File: config.mk
export PLATFORM = sky130hd
export DESIGN_NAME = maze_unicursal_wall_expander_unit
export DESIGN_NICKNAME = d
export VERILOG_FILES = /design/src/rtl/muwe_pkg.sv /design/src/rtl/maze_unicursal_wall_expander_unit.sv
export SDC_FILE = /design/constraint.sdc
export NUM_CORES = 1
export LEC_CHECK = 0
export ABC_CLOCK_PERIOD_IN_PS = 6280
export BUFFER_PORTS_ARGS = -buffer_cell sky130_fd_sc_hd__buf_2
export CAP_MARGIN = 15
export CORE_ASPECT_RATIO = 0.6
export CORE_MARGIN = 2
export CORE_UTILIZATION = 60
export DETAILED_ROUTE_END_ITERATION = 8
export GPL_TIMING_DRIVEN = 0
export PLACE_DENSITY_LB_ADDON = 0.12
export SYNTH_ARGS = -nofsm -noshare
export SYNTH_HDL_FRONTEND = slang
export SYNTH_SLANG_ARGS = --single-unit
File: constraint.sdc
create_clock -name clk -period 6.28 [get_ports clk]
set_input_delay 0 -clock clk [delete_from_list [all_inputs] [get_ports clk]]
set_output_delay 0 -clock clk [all_outputs]
set_load 0.05 [all_outputs]
File: src/rtl/muwe_pkg.sv
package muwe_pkg;

  localparam int unsigned DIM_W       = 7;
  localparam int unsigned COORD_W     = 6;
  localparam int unsigned RANK_W      = 15;
  localparam int unsigned PROD_W      = COORD_W + DIM_W;
  localparam int unsigned CFG_IDX_W   = 2;
  localparam int unsigned NUM_SLOT    = 24;
  localparam int unsigned NUM_CAND    = 12;
  localparam int unsigned MAX_DIM_DEF = 64;

  localparam logic [DIM_W-1:0] GRID_RESET = 7'd16;

  localparam logic [CFG_IDX_W-1:0] CFG_GRID_WIDTH  = 2'd0;
  localparam logic [CFG_IDX_W-1:0] CFG_GRID_HEIGHT = 2'd1;

  // Candidate ranks around one doubled cell. S* are south-wall ranks (row-major),
  // E* are east-wall ranks (column-major plus offset). M/P mean one row or column
  // before/after the block, the trailing 1 means the second half of the block.
  typedef enum logic [3:0] {
    CAND_S0,
    CAND_S1,
    CAND_SM,
    CAND_SM1,
    CAND_SP,
    CAND_SP1,
    CAND_E0,
    CAND_E1,
    CAND_EM,
    CAND_EM1,
    CAND_EP,
    CAND_EP1
  } cand_t;

  // Fixed emission order: north rules, south rules, west rules, east rules,
  // then the center cross of a cell without walls.
  function automatic cand_t slot_cand(input int unsigned k);
    cand_t c;
    case (k)
      0:       c = CAND_SM;
      1:       c = CAND_SM1;
      2:       c = CAND_S0;
      3:       c = CAND_S1;
      4:       c = CAND_E1;
      5:       c = CAND_SP;
      6:       c = CAND_SP1;
      7:       c = CAND_S0;
      8:       c = CAND_S1;
      9:       c = CAND_E0;
      10:      c = CAND_EM;
      11:      c = CAND_EM1;
      12:      c = CAND_E0;
      13:      c = CAND_E1;
      14:      c = CAND_S1;
      15:      c = CAND_EP;
      16:      c = CAND_EP1;
      17:      c = CAND_E0;
      18:      c = CAND_E1;
      19:      c = CAND_S0;
      20:      c = CAND_E0;
      21:      c = CAND_S0;
      22:      c = CAND_E1;
      23:      c = CAND_S1;
      default: c = CAND_S0;
    endcase
    return c;
  endfunction

endpackage

File: src/rtl/maze_unicursal_wall_expander_unit.sv
// A start transfer passes through stage 1, stage 2, stage 3 and the emitter, and
// out_valid is registered behind the emitter.
// Throughput: a cell gives 1 to 8 results, one per cycle; the result emitter holds a cell
// until its last result is out, and the three arithmetic stages in front of it stall behind it.
// Cells with a single result therefore stream at one per cycle; busy rises while stalled.
// Reset (rst_n low, synchronous) empties every stage and sets the grid to 16 by 16.
module maze_unicursal_wall_expander_unit #(
  parameter int unsigned MAX_DIM = muwe_pkg::MAX_DIM_DEF
) (
  input  logic                             clk,
  input  logic                             rst_n,
  input  logic                             start,
  output logic                             busy,
  input  logic [muwe_pkg::COORD_W-1:0]     in_cell_x,
  input  logic [muwe_pkg::COORD_W-1:0]     in_cell_y,
  input  logic                             in_wall_north,
  input  logic                             in_wall_east,
  input  logic                             in_wall_south,
  input  logic                             in_wall_west,
  output logic                             out_valid,
  output logic [muwe_pkg::RANK_W-1:0]      out_wall_rank,
  output logic                             out_has_write,
  output logic                             out_last,
  input  logic                             cfg_valid,
  output logic                             cfg_ready,
  input  logic [muwe_pkg::CFG_IDX_W-1:0]   cfg_index,
  input  logic [muwe_pkg::DIM_W-1:0]       cfg_data
);

  localparam int unsigned DW = muwe_pkg::DIM_W;
  localparam int unsigned CW = muwe_pkg::COORD_W;
  localparam int unsigned RW = muwe_pkg::RANK_W;
  localparam int unsigned PW = muwe_pkg::PROD_W;
  localparam int unsigned NS = muwe_pkg::NUM_SLOT;
  localparam int unsigned NC = muwe_pkg::NUM_CAND;

  // Configuration registers
  logic [DW-1:0] grid_width_r, grid_height_r;
  logic [DW-1:0] eff_wd, eff_ht;

  assign cfg_ready = 1'b1;

  always_ff @(posedge clk) begin
    if (!rst_n) begin
      grid_width_r  <= muwe_pkg::GRID_RESET;
      grid_height_r <= muwe_pkg::GRID_RESET;
    end else if (cfg_valid && cfg_ready) begin
      case (cfg_index)
        muwe_pkg::CFG_GRID_WIDTH:  grid_width_r  <= cfg_data;
        muwe_pkg::CFG_GRID_HEIGHT: grid_height_r <= cfg_data;
        default: ;
      endcase
    end
  end

  always_comb begin
    eff_wd = ({2'b00, grid_width_r} > 9'(MAX_DIM))  ? DW'(MAX_DIM) : grid_width_r;
    eff_ht = ({2'b00, grid_height_r} > 9'(MAX_DIM)) ? DW'(MAX_DIM) : grid_height_r;
  end

  // Pipeline flow control
  logic p1_valid_r, p2_valid_r, p3_valid_r, em_valid_r;
  logic em_free, p3_free, p2_free, p1_free, accept;
  logic em_none, em_done;
  logic [NS-1:0] em_mask_r, sel_onehot, mask_clr;

  assign em_free = !em_valid_r || em_done;
  assign p3_free = !p3_valid_r || em_free;
  assign p2_free = !p2_valid_r || p3_free;
  assign p1_free = !p1_valid_r || p2_free;
  assign busy    = !p1_free;
  assign accept  = start && p1_free;

  // Stage 1: captured cell and effective dimensions
  logic [CW-1:0] p1_x_r, p1_y_r;
  logic [3:0]    p1_walls_r;  // {north, east, south, west}
  logic [DW-1:0] p1_wd_r, p1_ht_r;

  // Stage 2: products and border flags
  logic [CW-1:0] p2_x_r, p2_y_r;
  logic [3:0]    p2_walls_r;
  logic [DW-1:0] p2_wd_r, p2_ht_r;
  logic [PW-1:0] p2_sy_r, p2_ex_r;
  logic [RW-1:0] p2_off_r;
  logic          p2_ig_r, p2_top_r, p2_bot_r, p2_lft_r, p2_rgt_r;
  logic [PW-1:0] sy_nxt, ex_nxt;
  logic [RW-1:0] off_nxt;
  logic [DW:0]   h2m1;
  logic          ig_nxt, top_nxt, bot_nxt, lft_nxt, rgt_nxt;

  always_comb begin
    sy_nxt  = PW'(p1_y_r) * PW'(p1_wd_r);
    ex_nxt  = PW'(p1_x_r) * PW'(p1_ht_r);
    h2m1    = {p1_ht_r, 1'b0} - (DW+1)'(1);
    off_nxt = RW'(p1_wd_r) * RW'(h2m1);
    ig_nxt  = ({1'b0, p1_x_r} < p1_wd_r) && ({1'b0, p1_y_r} < p1_ht_r);
    top_nxt = (p1_y_r == '0);
    bot_nxt = ({1'b0, p1_y_r} == (p1_ht_r - DW'(1)));
    lft_nxt = (p1_x_r == '0);
    rgt_nxt = ({1'b0, p1_x_r} == (p1_wd_r - DW'(1)));
  end

  // Stage 3: base ranks of the doubled block and the slot mask
  logic [RW-1:0] p3_s0_r, p3_e0_r, p3_w2_r, p3_h2_r;
  logic [NS-1:0] p3_mask_r;
  logic [RW-1:0] s0_nxt, e0_nxt;
  logic [NS-1:0] mask_nxt;
  logic          wn, we, ws, ww, ig;

  always_comb begin
    s0_nxt = RW'({p2_sy_r, 2'b00}) + RW'({p2_x_r, 1'b0});
    e0_nxt = RW'({p2_ex_r, 2'b00}) + RW'({p2_y_r, 1'b0}) + RW'({p2_off_r, 1'b0});
    {wn, we, ws, ww} = p2_walls_r;
    ig = p2_ig_r;
    mask_nxt[0]  = ig && wn && !p2_top_r;
    mask_nxt[1]  = ig && wn && !p2_top_r;
    mask_nxt[2]  = ig && wn && !ww;
    mask_nxt[3]  = ig && wn && !we;
    mask_nxt[4]  = ig && wn && !we && !ws && !ww;
    mask_nxt[5]  = ig && ws && !p2_bot_r;
    mask_nxt[6]  = ig && ws && !p2_bot_r;
    mask_nxt[7]  = ig && ws && !ww;
    mask_nxt[8]  = ig && ws && !we;
    mask_nxt[9]  = ig && ws && !wn && !we && !ww;
    mask_nxt[10] = ig && ww && !p2_lft_r;
    mask_nxt[11] = ig && ww && !p2_lft_r;
    mask_nxt[12] = ig && ww && !wn;
    mask_nxt[13] = ig && ww && !ws;
    mask_nxt[14] = ig && ww && !wn && !we && !ws;
    mask_nxt[15] = ig && we && !p2_rgt_r;
    mask_nxt[16] = ig && we && !p2_rgt_r;
    mask_nxt[17] = ig && we && !wn;
    mask_nxt[18] = ig && we && !ws;
    mask_nxt[19] = ig && we && !wn && !ws && !ww;
    for (int k = 20; k < 24; k++) begin
      mask_nxt[k] = ig && !wn && !we && !ws && !ww;
    end
  end

  // Emitter: candidate ranks and the slots still to send
  logic [RW-1:0] em_cand_r [NC];
  logic [RW-1:0] cand_nxt  [NC];
  logic [RW-1:0] rank_sel;

  always_comb begin
    cand_nxt[muwe_pkg::CAND_S0]  = p3_s0_r;
    cand_nxt[muwe_pkg::CAND_S1]  = p3_s0_r + RW'(1);
    cand_nxt[muwe_pkg::CAND_SM]  = p3_s0_r - p3_w2_r;
    cand_nxt[muwe_pkg::CAND_SM1] = p3_s0_r - p3_w2_r + RW'(1);
    cand_nxt[muwe_pkg::CAND_SP]  = p3_s0_r + p3_w2_r;
    cand_nxt[muwe_pkg::CAND_SP1] = p3_s0_r + p3_w2_r + RW'(1);
    cand_nxt[muwe_pkg::CAND_E0]  = p3_e0_r;
    cand_nxt[muwe_pkg::CAND_E1]  = p3_e0_r + RW'(1);
    cand_nxt[muwe_pkg::CAND_EM]  = p3_e0_r - p3_h2_r;
    cand_nxt[muwe_pkg::CAND_EM1] = p3_e0_r - p3_h2_r + RW'(1);
    cand_nxt[muwe_pkg::CAND_EP]  = p3_e0_r + p3_h2_r;
    cand_nxt[muwe_pkg::CAND_EP1] = p3_e0_r + p3_h2_r + RW'(1);
  end

  // The lowest pending slot goes out each cycle; an empty mask is the no-write result.
  always_comb begin
    sel_onehot = em_mask_r & (~em_mask_r + NS'(1));
    mask_clr   = em_mask_r & ~sel_onehot;
    em_none    = (em_mask_r == '0);
    em_done    = em_valid_r && (em_none || (mask_clr == '0));
    rank_sel   = '0;
    for (int unsigned k = 0; k < NS; k++) begin
      if (sel_onehot[k]) begin
        rank_sel = rank_sel | em_cand_r[muwe_pkg::slot_cand(k)];
      end
    end
  end

  // Output registers
  logic          out_valid_r, out_has_write_r, out_last_r;
  logic [RW-1:0] out_wall_rank_r;

  assign out_valid     = out_valid_r;
  assign out_wall_rank = out_wall_rank_r;
  assign out_has_write = out_has_write_r;
  assign out_last      = out_last_r;

  // Control state
  always_ff @(posedge clk) begin
    if (!rst_n) begin
      p1_valid_r  <= 1'b0;
      p2_valid_r  <= 1'b0;
      p3_valid_r  <= 1'b0;
      em_valid_r  <= 1'b0;
      out_valid_r <= 1'b0;
    end else begin
      if (p1_free) p1_valid_r <= accept;
      if (p2_free) p2_valid_r <= p1_valid_r;
      if (p3_free) p3_valid_r <= p2_valid_r;
      if (em_free) em_valid_r <= p3_valid_r;
      out_valid_r <= em_valid_r;
    end
  end

  // Payload
  always_ff @(posedge clk) begin
    if (accept) begin
      p1_x_r     <= in_cell_x;
      p1_y_r     <= in_cell_y;
      p1_walls_r <= {in_wall_north, in_wall_east, in_wall_south, in_wall_west};
      p1_wd_r    <= eff_wd;
      p1_ht_r    <= eff_ht;
    end
    if (p2_free) begin
      p2_x_r     <= p1_x_r;
      p2_y_r     <= p1_y_r;
      p2_walls_r <= p1_walls_r;
      p2_wd_r    <= p1_wd_r;
      p2_ht_r    <= p1_ht_r;
      p2_sy_r    <= sy_nxt;
      p2_ex_r    <= ex_nxt;
      p2_off_r   <= off_nxt;
      p2_ig_r    <= ig_nxt;
      p2_top_r   <= top_nxt;
      p2_bot_r   <= bot_nxt;
      p2_lft_r   <= lft_nxt;
      p2_rgt_r   <= rgt_nxt;
    end
    if (p3_free) begin
      p3_s0_r   <= s0_nxt;
      p3_e0_r   <= e0_nxt;
      p3_w2_r   <= RW'({p2_wd_r, 1'b0});
      p3_h2_r   <= RW'({p2_ht_r, 1'b0});
      p3_mask_r <= mask_nxt;
    end
    if (em_free) begin
      em_mask_r <= p3_mask_r;
      em_cand_r <= cand_nxt;
    end else begin
      em_mask_r <= mask_clr;
    end
    out_wall_rank_r <= em_none ? '0 : rank_sel;
    out_has_write_r <= !em_none;
    out_last_r      <= em_none || (mask_clr == '0);
  end

endmodule

==> run metrics <==
simple-gate portion of the synthesized area=0.126; adder and majority cell fraction of the synthesized area=0.193; die area=0.0307 mm2; gr usage total=0.258; share of Yosys cell area claimed by the top area cell type=0.419; Root Driver=clkbuf_16; internal power=~5200 uW; maximum clock frequency=approximately 170 MHz; syn_area_per_cell=11.5 um2; CTS tree=built; Leakage Power=0.00843 uW; worst r2r src=p1_ht_r[0]; DP HPWL=between 20,000 and 30,000 um; Clk Latency, worst-skew pair=0.58 ns; Seq cells post-synth=slightly above 300; largest net degree at the start of global routing=92; MaxCap Viol Count=0; status=finished clean; layout cell share with drive strength beyond 1=0.0681; Clock Sinks=~300; CTS max path bufs=3; hold depth=5; number of fill cells=approximately 2,200; RSZ-0062 raised after global routing=no; post-synthesis mux area share=0.00927; Via Count=roughly 12,000; CTS clock-pin slew for the worst setup and hold paths=roughly 0.060 ns; required time worst endpoint=6.61 ns; CP Class=reg -> reg; worst reg2reg endpoint=p2_off_r[13]; initial antenna violation count=1; Final Hold Vio Count=0; fin worst setup slack=between 0.4 and 0.5 ns; Max IR drop VDD=0.260 mV; Post-synth top flop=edfxtp_1; Netlist cell types=between 60 and 70; Initial DRC Count=1,114; XOR/XNOR share of the synthesized area=0.0549; nature of the critical path endpoint=flop; overall power=~8000 uW; NetSw=2800 uW; CP Launch Type=flop; Synthesized Nets=about 1,800; Initial Utilization=0.610; Async S/R FF share, synth=0; crit path max fanout=10; CTS Buf Count=29; IO Port Bufs=46; Comb power frac=0.363; sw frac=0.352; Place WS=approximately 0.27 ns; global route overflow=0; Sequential Power Share=0.415; drt wl/cell=roughly 19 um; antenna-violating nets left=0; commonest cells after routing, fill and taps aside=245 x edfxtp_1, 167 x nand2_1, 164 x inv_1, 140 x ha_1, 81 x fa_1; Synth Instances=~1,500; DR pass1 iterations=5; setup TNS=0 ns; H-tree Lvls=1; die width=about 220 um; Core ar.=approximately 0.029 mm2; first-pass GRT wire length=60,500 um; IO Pins=49; Post-synth EDFFs=245; Worst Tran Pin Value=roughly 0.92 ns; Pins Over Slew Limit=0; commonest non-fill, non-tap cell in the layout=edfxtp_1; area of the multi-input gates=about 0.008 mm2; Slew headroom=0.382; Hold WS=approximately 0.084 ns; source of the worst hold timing path=cfg_index[1]; number of remaining DRC errors=0; Area contributors post-synth=edfxtp_1 42%, ha_1 10%, fa_1 9.2%; register area=between 0.008 and 0.009 mm2; area grow syn2layout=11.4%; largest family of logic cells by synthesized area=adder cells; endpoints failing setup=0; compound-gate portion of the synthesized area=0.0810; Hold WC Path Type=in -> reg; area leader, netlist=edfxtp_1; Reg2Reg Depth=18; Die Y=about 140 um; Mapped Area=between 0.015 and 0.02 mm2; worst reg-to-reg setup slack=between 0.4 and 0.5 ns; Yosys warning count=0; vias in the first global route=11,363; Final min period=5.83 ns; # rows=48; Worst Hold Path EP=grid_width_r[4]; PwrDens=a little over 400 mW/mm2; Clk pwr share=0.222; final period utilization=0.929; clock skew=~0.014 ns; fraction of the yosys area taken by sequential cells=0.488; drt total wl=37,700 um; GPL Wtd Cong=0.924; nets=between 1,500 and 2,000; Arr. time, crit path=approximately 6.2 ns; vias per cell=approximately 5.7
==> synthesized netlist by cell type (5+ instances only) <==
cell,n
edfxtp_1,245
fa_1,81
and2_1,49
a222oi_1,13
and3_1,10
a211oi_1,6
nor3_1,28
o31ai_1,7
a21oi_1,55
a221o_1,14
o21bai_1,14
clkbuf_1,43
dfxtp_1,60
nor2_1,80
nand4_1,7
xnor2_1,72
nor2b_1,35
xor2_1,38
or2_2,5
or4_1,7
inv_1,165
ha_1,140
mux2i_1,14
nand2b_1,13
nor4_1,8
nand2_1,168
o21a_1,11
a21o_1,7
nor3b_1,8
nand3_1,13
a41oi_1,5
o21ai_0,51
==> registers in the layout, indices dropped and copies added, names as in the netlist, 13 cells and up <==
| name | count |
|---|---|
| p3_e0_r | 14 |
| p2_sy_r | 13 |
| p2_ex_r | 13 |
| p3_mask_r | 17 |
| em_cand_r | 82 |
| out_wall_rank | 15 |
| p2_off_r | 13 |
| em_mask_r | 24 |
| p3_s0_r | 14 |
==> cell type report <==
| type | count | share of cell area |
|---|---|---|
| diodes | 1 | 0.000128 |
| flip-flops and latches | 305 | 0.438 |
| inverters | 165 | 0.0317 |
| multi-input cells | 1010 | 0.419 |
| clock buffers | 39 | 0.0390 |
| repair buffers | 76 | 0.0283 |
| well taps | 375 | 0.0240 |
| clock inverters | 14 | 0.00928 |
| plain buffers | 50 | 0.0112 |
==> worst max-delay path: stages (launching register included) <==
cell,delay (ns)
edfxtp_1,0.50
clkbuf_1,0.29
inv_1,0.29
ha_1,0.27
nand3_1,0.16
xnor2_2,0.46
and2_1,0.22
fa_1,0.42
inv_1,0.08
fa_1,0.44
fa_1,0.54
inv_1,0.05
fa_1,0.47
ha_1,0.34
or3_1,0.31
o21ai_0,0.12
o31ai_1,0.17
o41ai_1,0.35
xnor2_1,0.10
==> logic make-up (layout without fill, tap and decap cells) <==
family	count (synthesis)	after routing
and+or+nand+nor	449	449
muxes	16	16
adders and majority gates	223	223
DFF	305	305
other	1	2
buffers and inverters	215	344
AOI/OAI and AO/OA	211	211
xor gates and xnor gates	110	110
==> worst max-delay path by stage <==
stage	cells after the start	from	slack, ns	endpoint
floorplan	18	p1_ht_r[0]	1.22	p2_off_r[13]
global placement	18	p1_ht_r[0]	0.30	p2_off_r[13]
detailed placement	18	p1_ht_r[0]	0.27	p2_off_r[13]
CTS	18	p1_ht_r[0]	0.26	p2_off_r[13]
global route	18	p1_ht_r[0]	0.11	p2_off_r[12]
finish	18	p1_ht_r[0]	0.45	p2_off_r[13]
==> power by group through the flow <==
stage                     combinational [uW]  clock [uW]  sequential, uW
after detailed placement                2850           0            3330
after floorplan                         2020           0            3350
final                                   2880        1770            3300
after global routing                    3240        1870            3350
after CTS                               2890        1800            3290
after global placement                  2780           0            3310
==> layer usage <==
metal	track usage	up-vias	routed length [um]
met1	0.388	5615	17800
met2	0.384	398	16000
met4	0.0636	0	893
li1	-	5512	-
met5	0	-	0
met3	0.0547	62	3030
==> through the flow <==
stage	cell area, um2	util	instances
after global routing	19600	0.680	2034
after CTS	19500	0.679	2034
final	19600	0.680	2035
after global placement	18300	0.634	1951
after detailed placement	18300	0.637	1954
after floorplan	17600	-	1530
==> timing repair <==
item,in CTS,in global routing
setup endpoints to repair,0,2
setup buffers,0,0
gates resized for setup,0,2
hold buffers,27,0
endpoints found under the hold margin,65,0
Power figures use the tool's default switching activity.
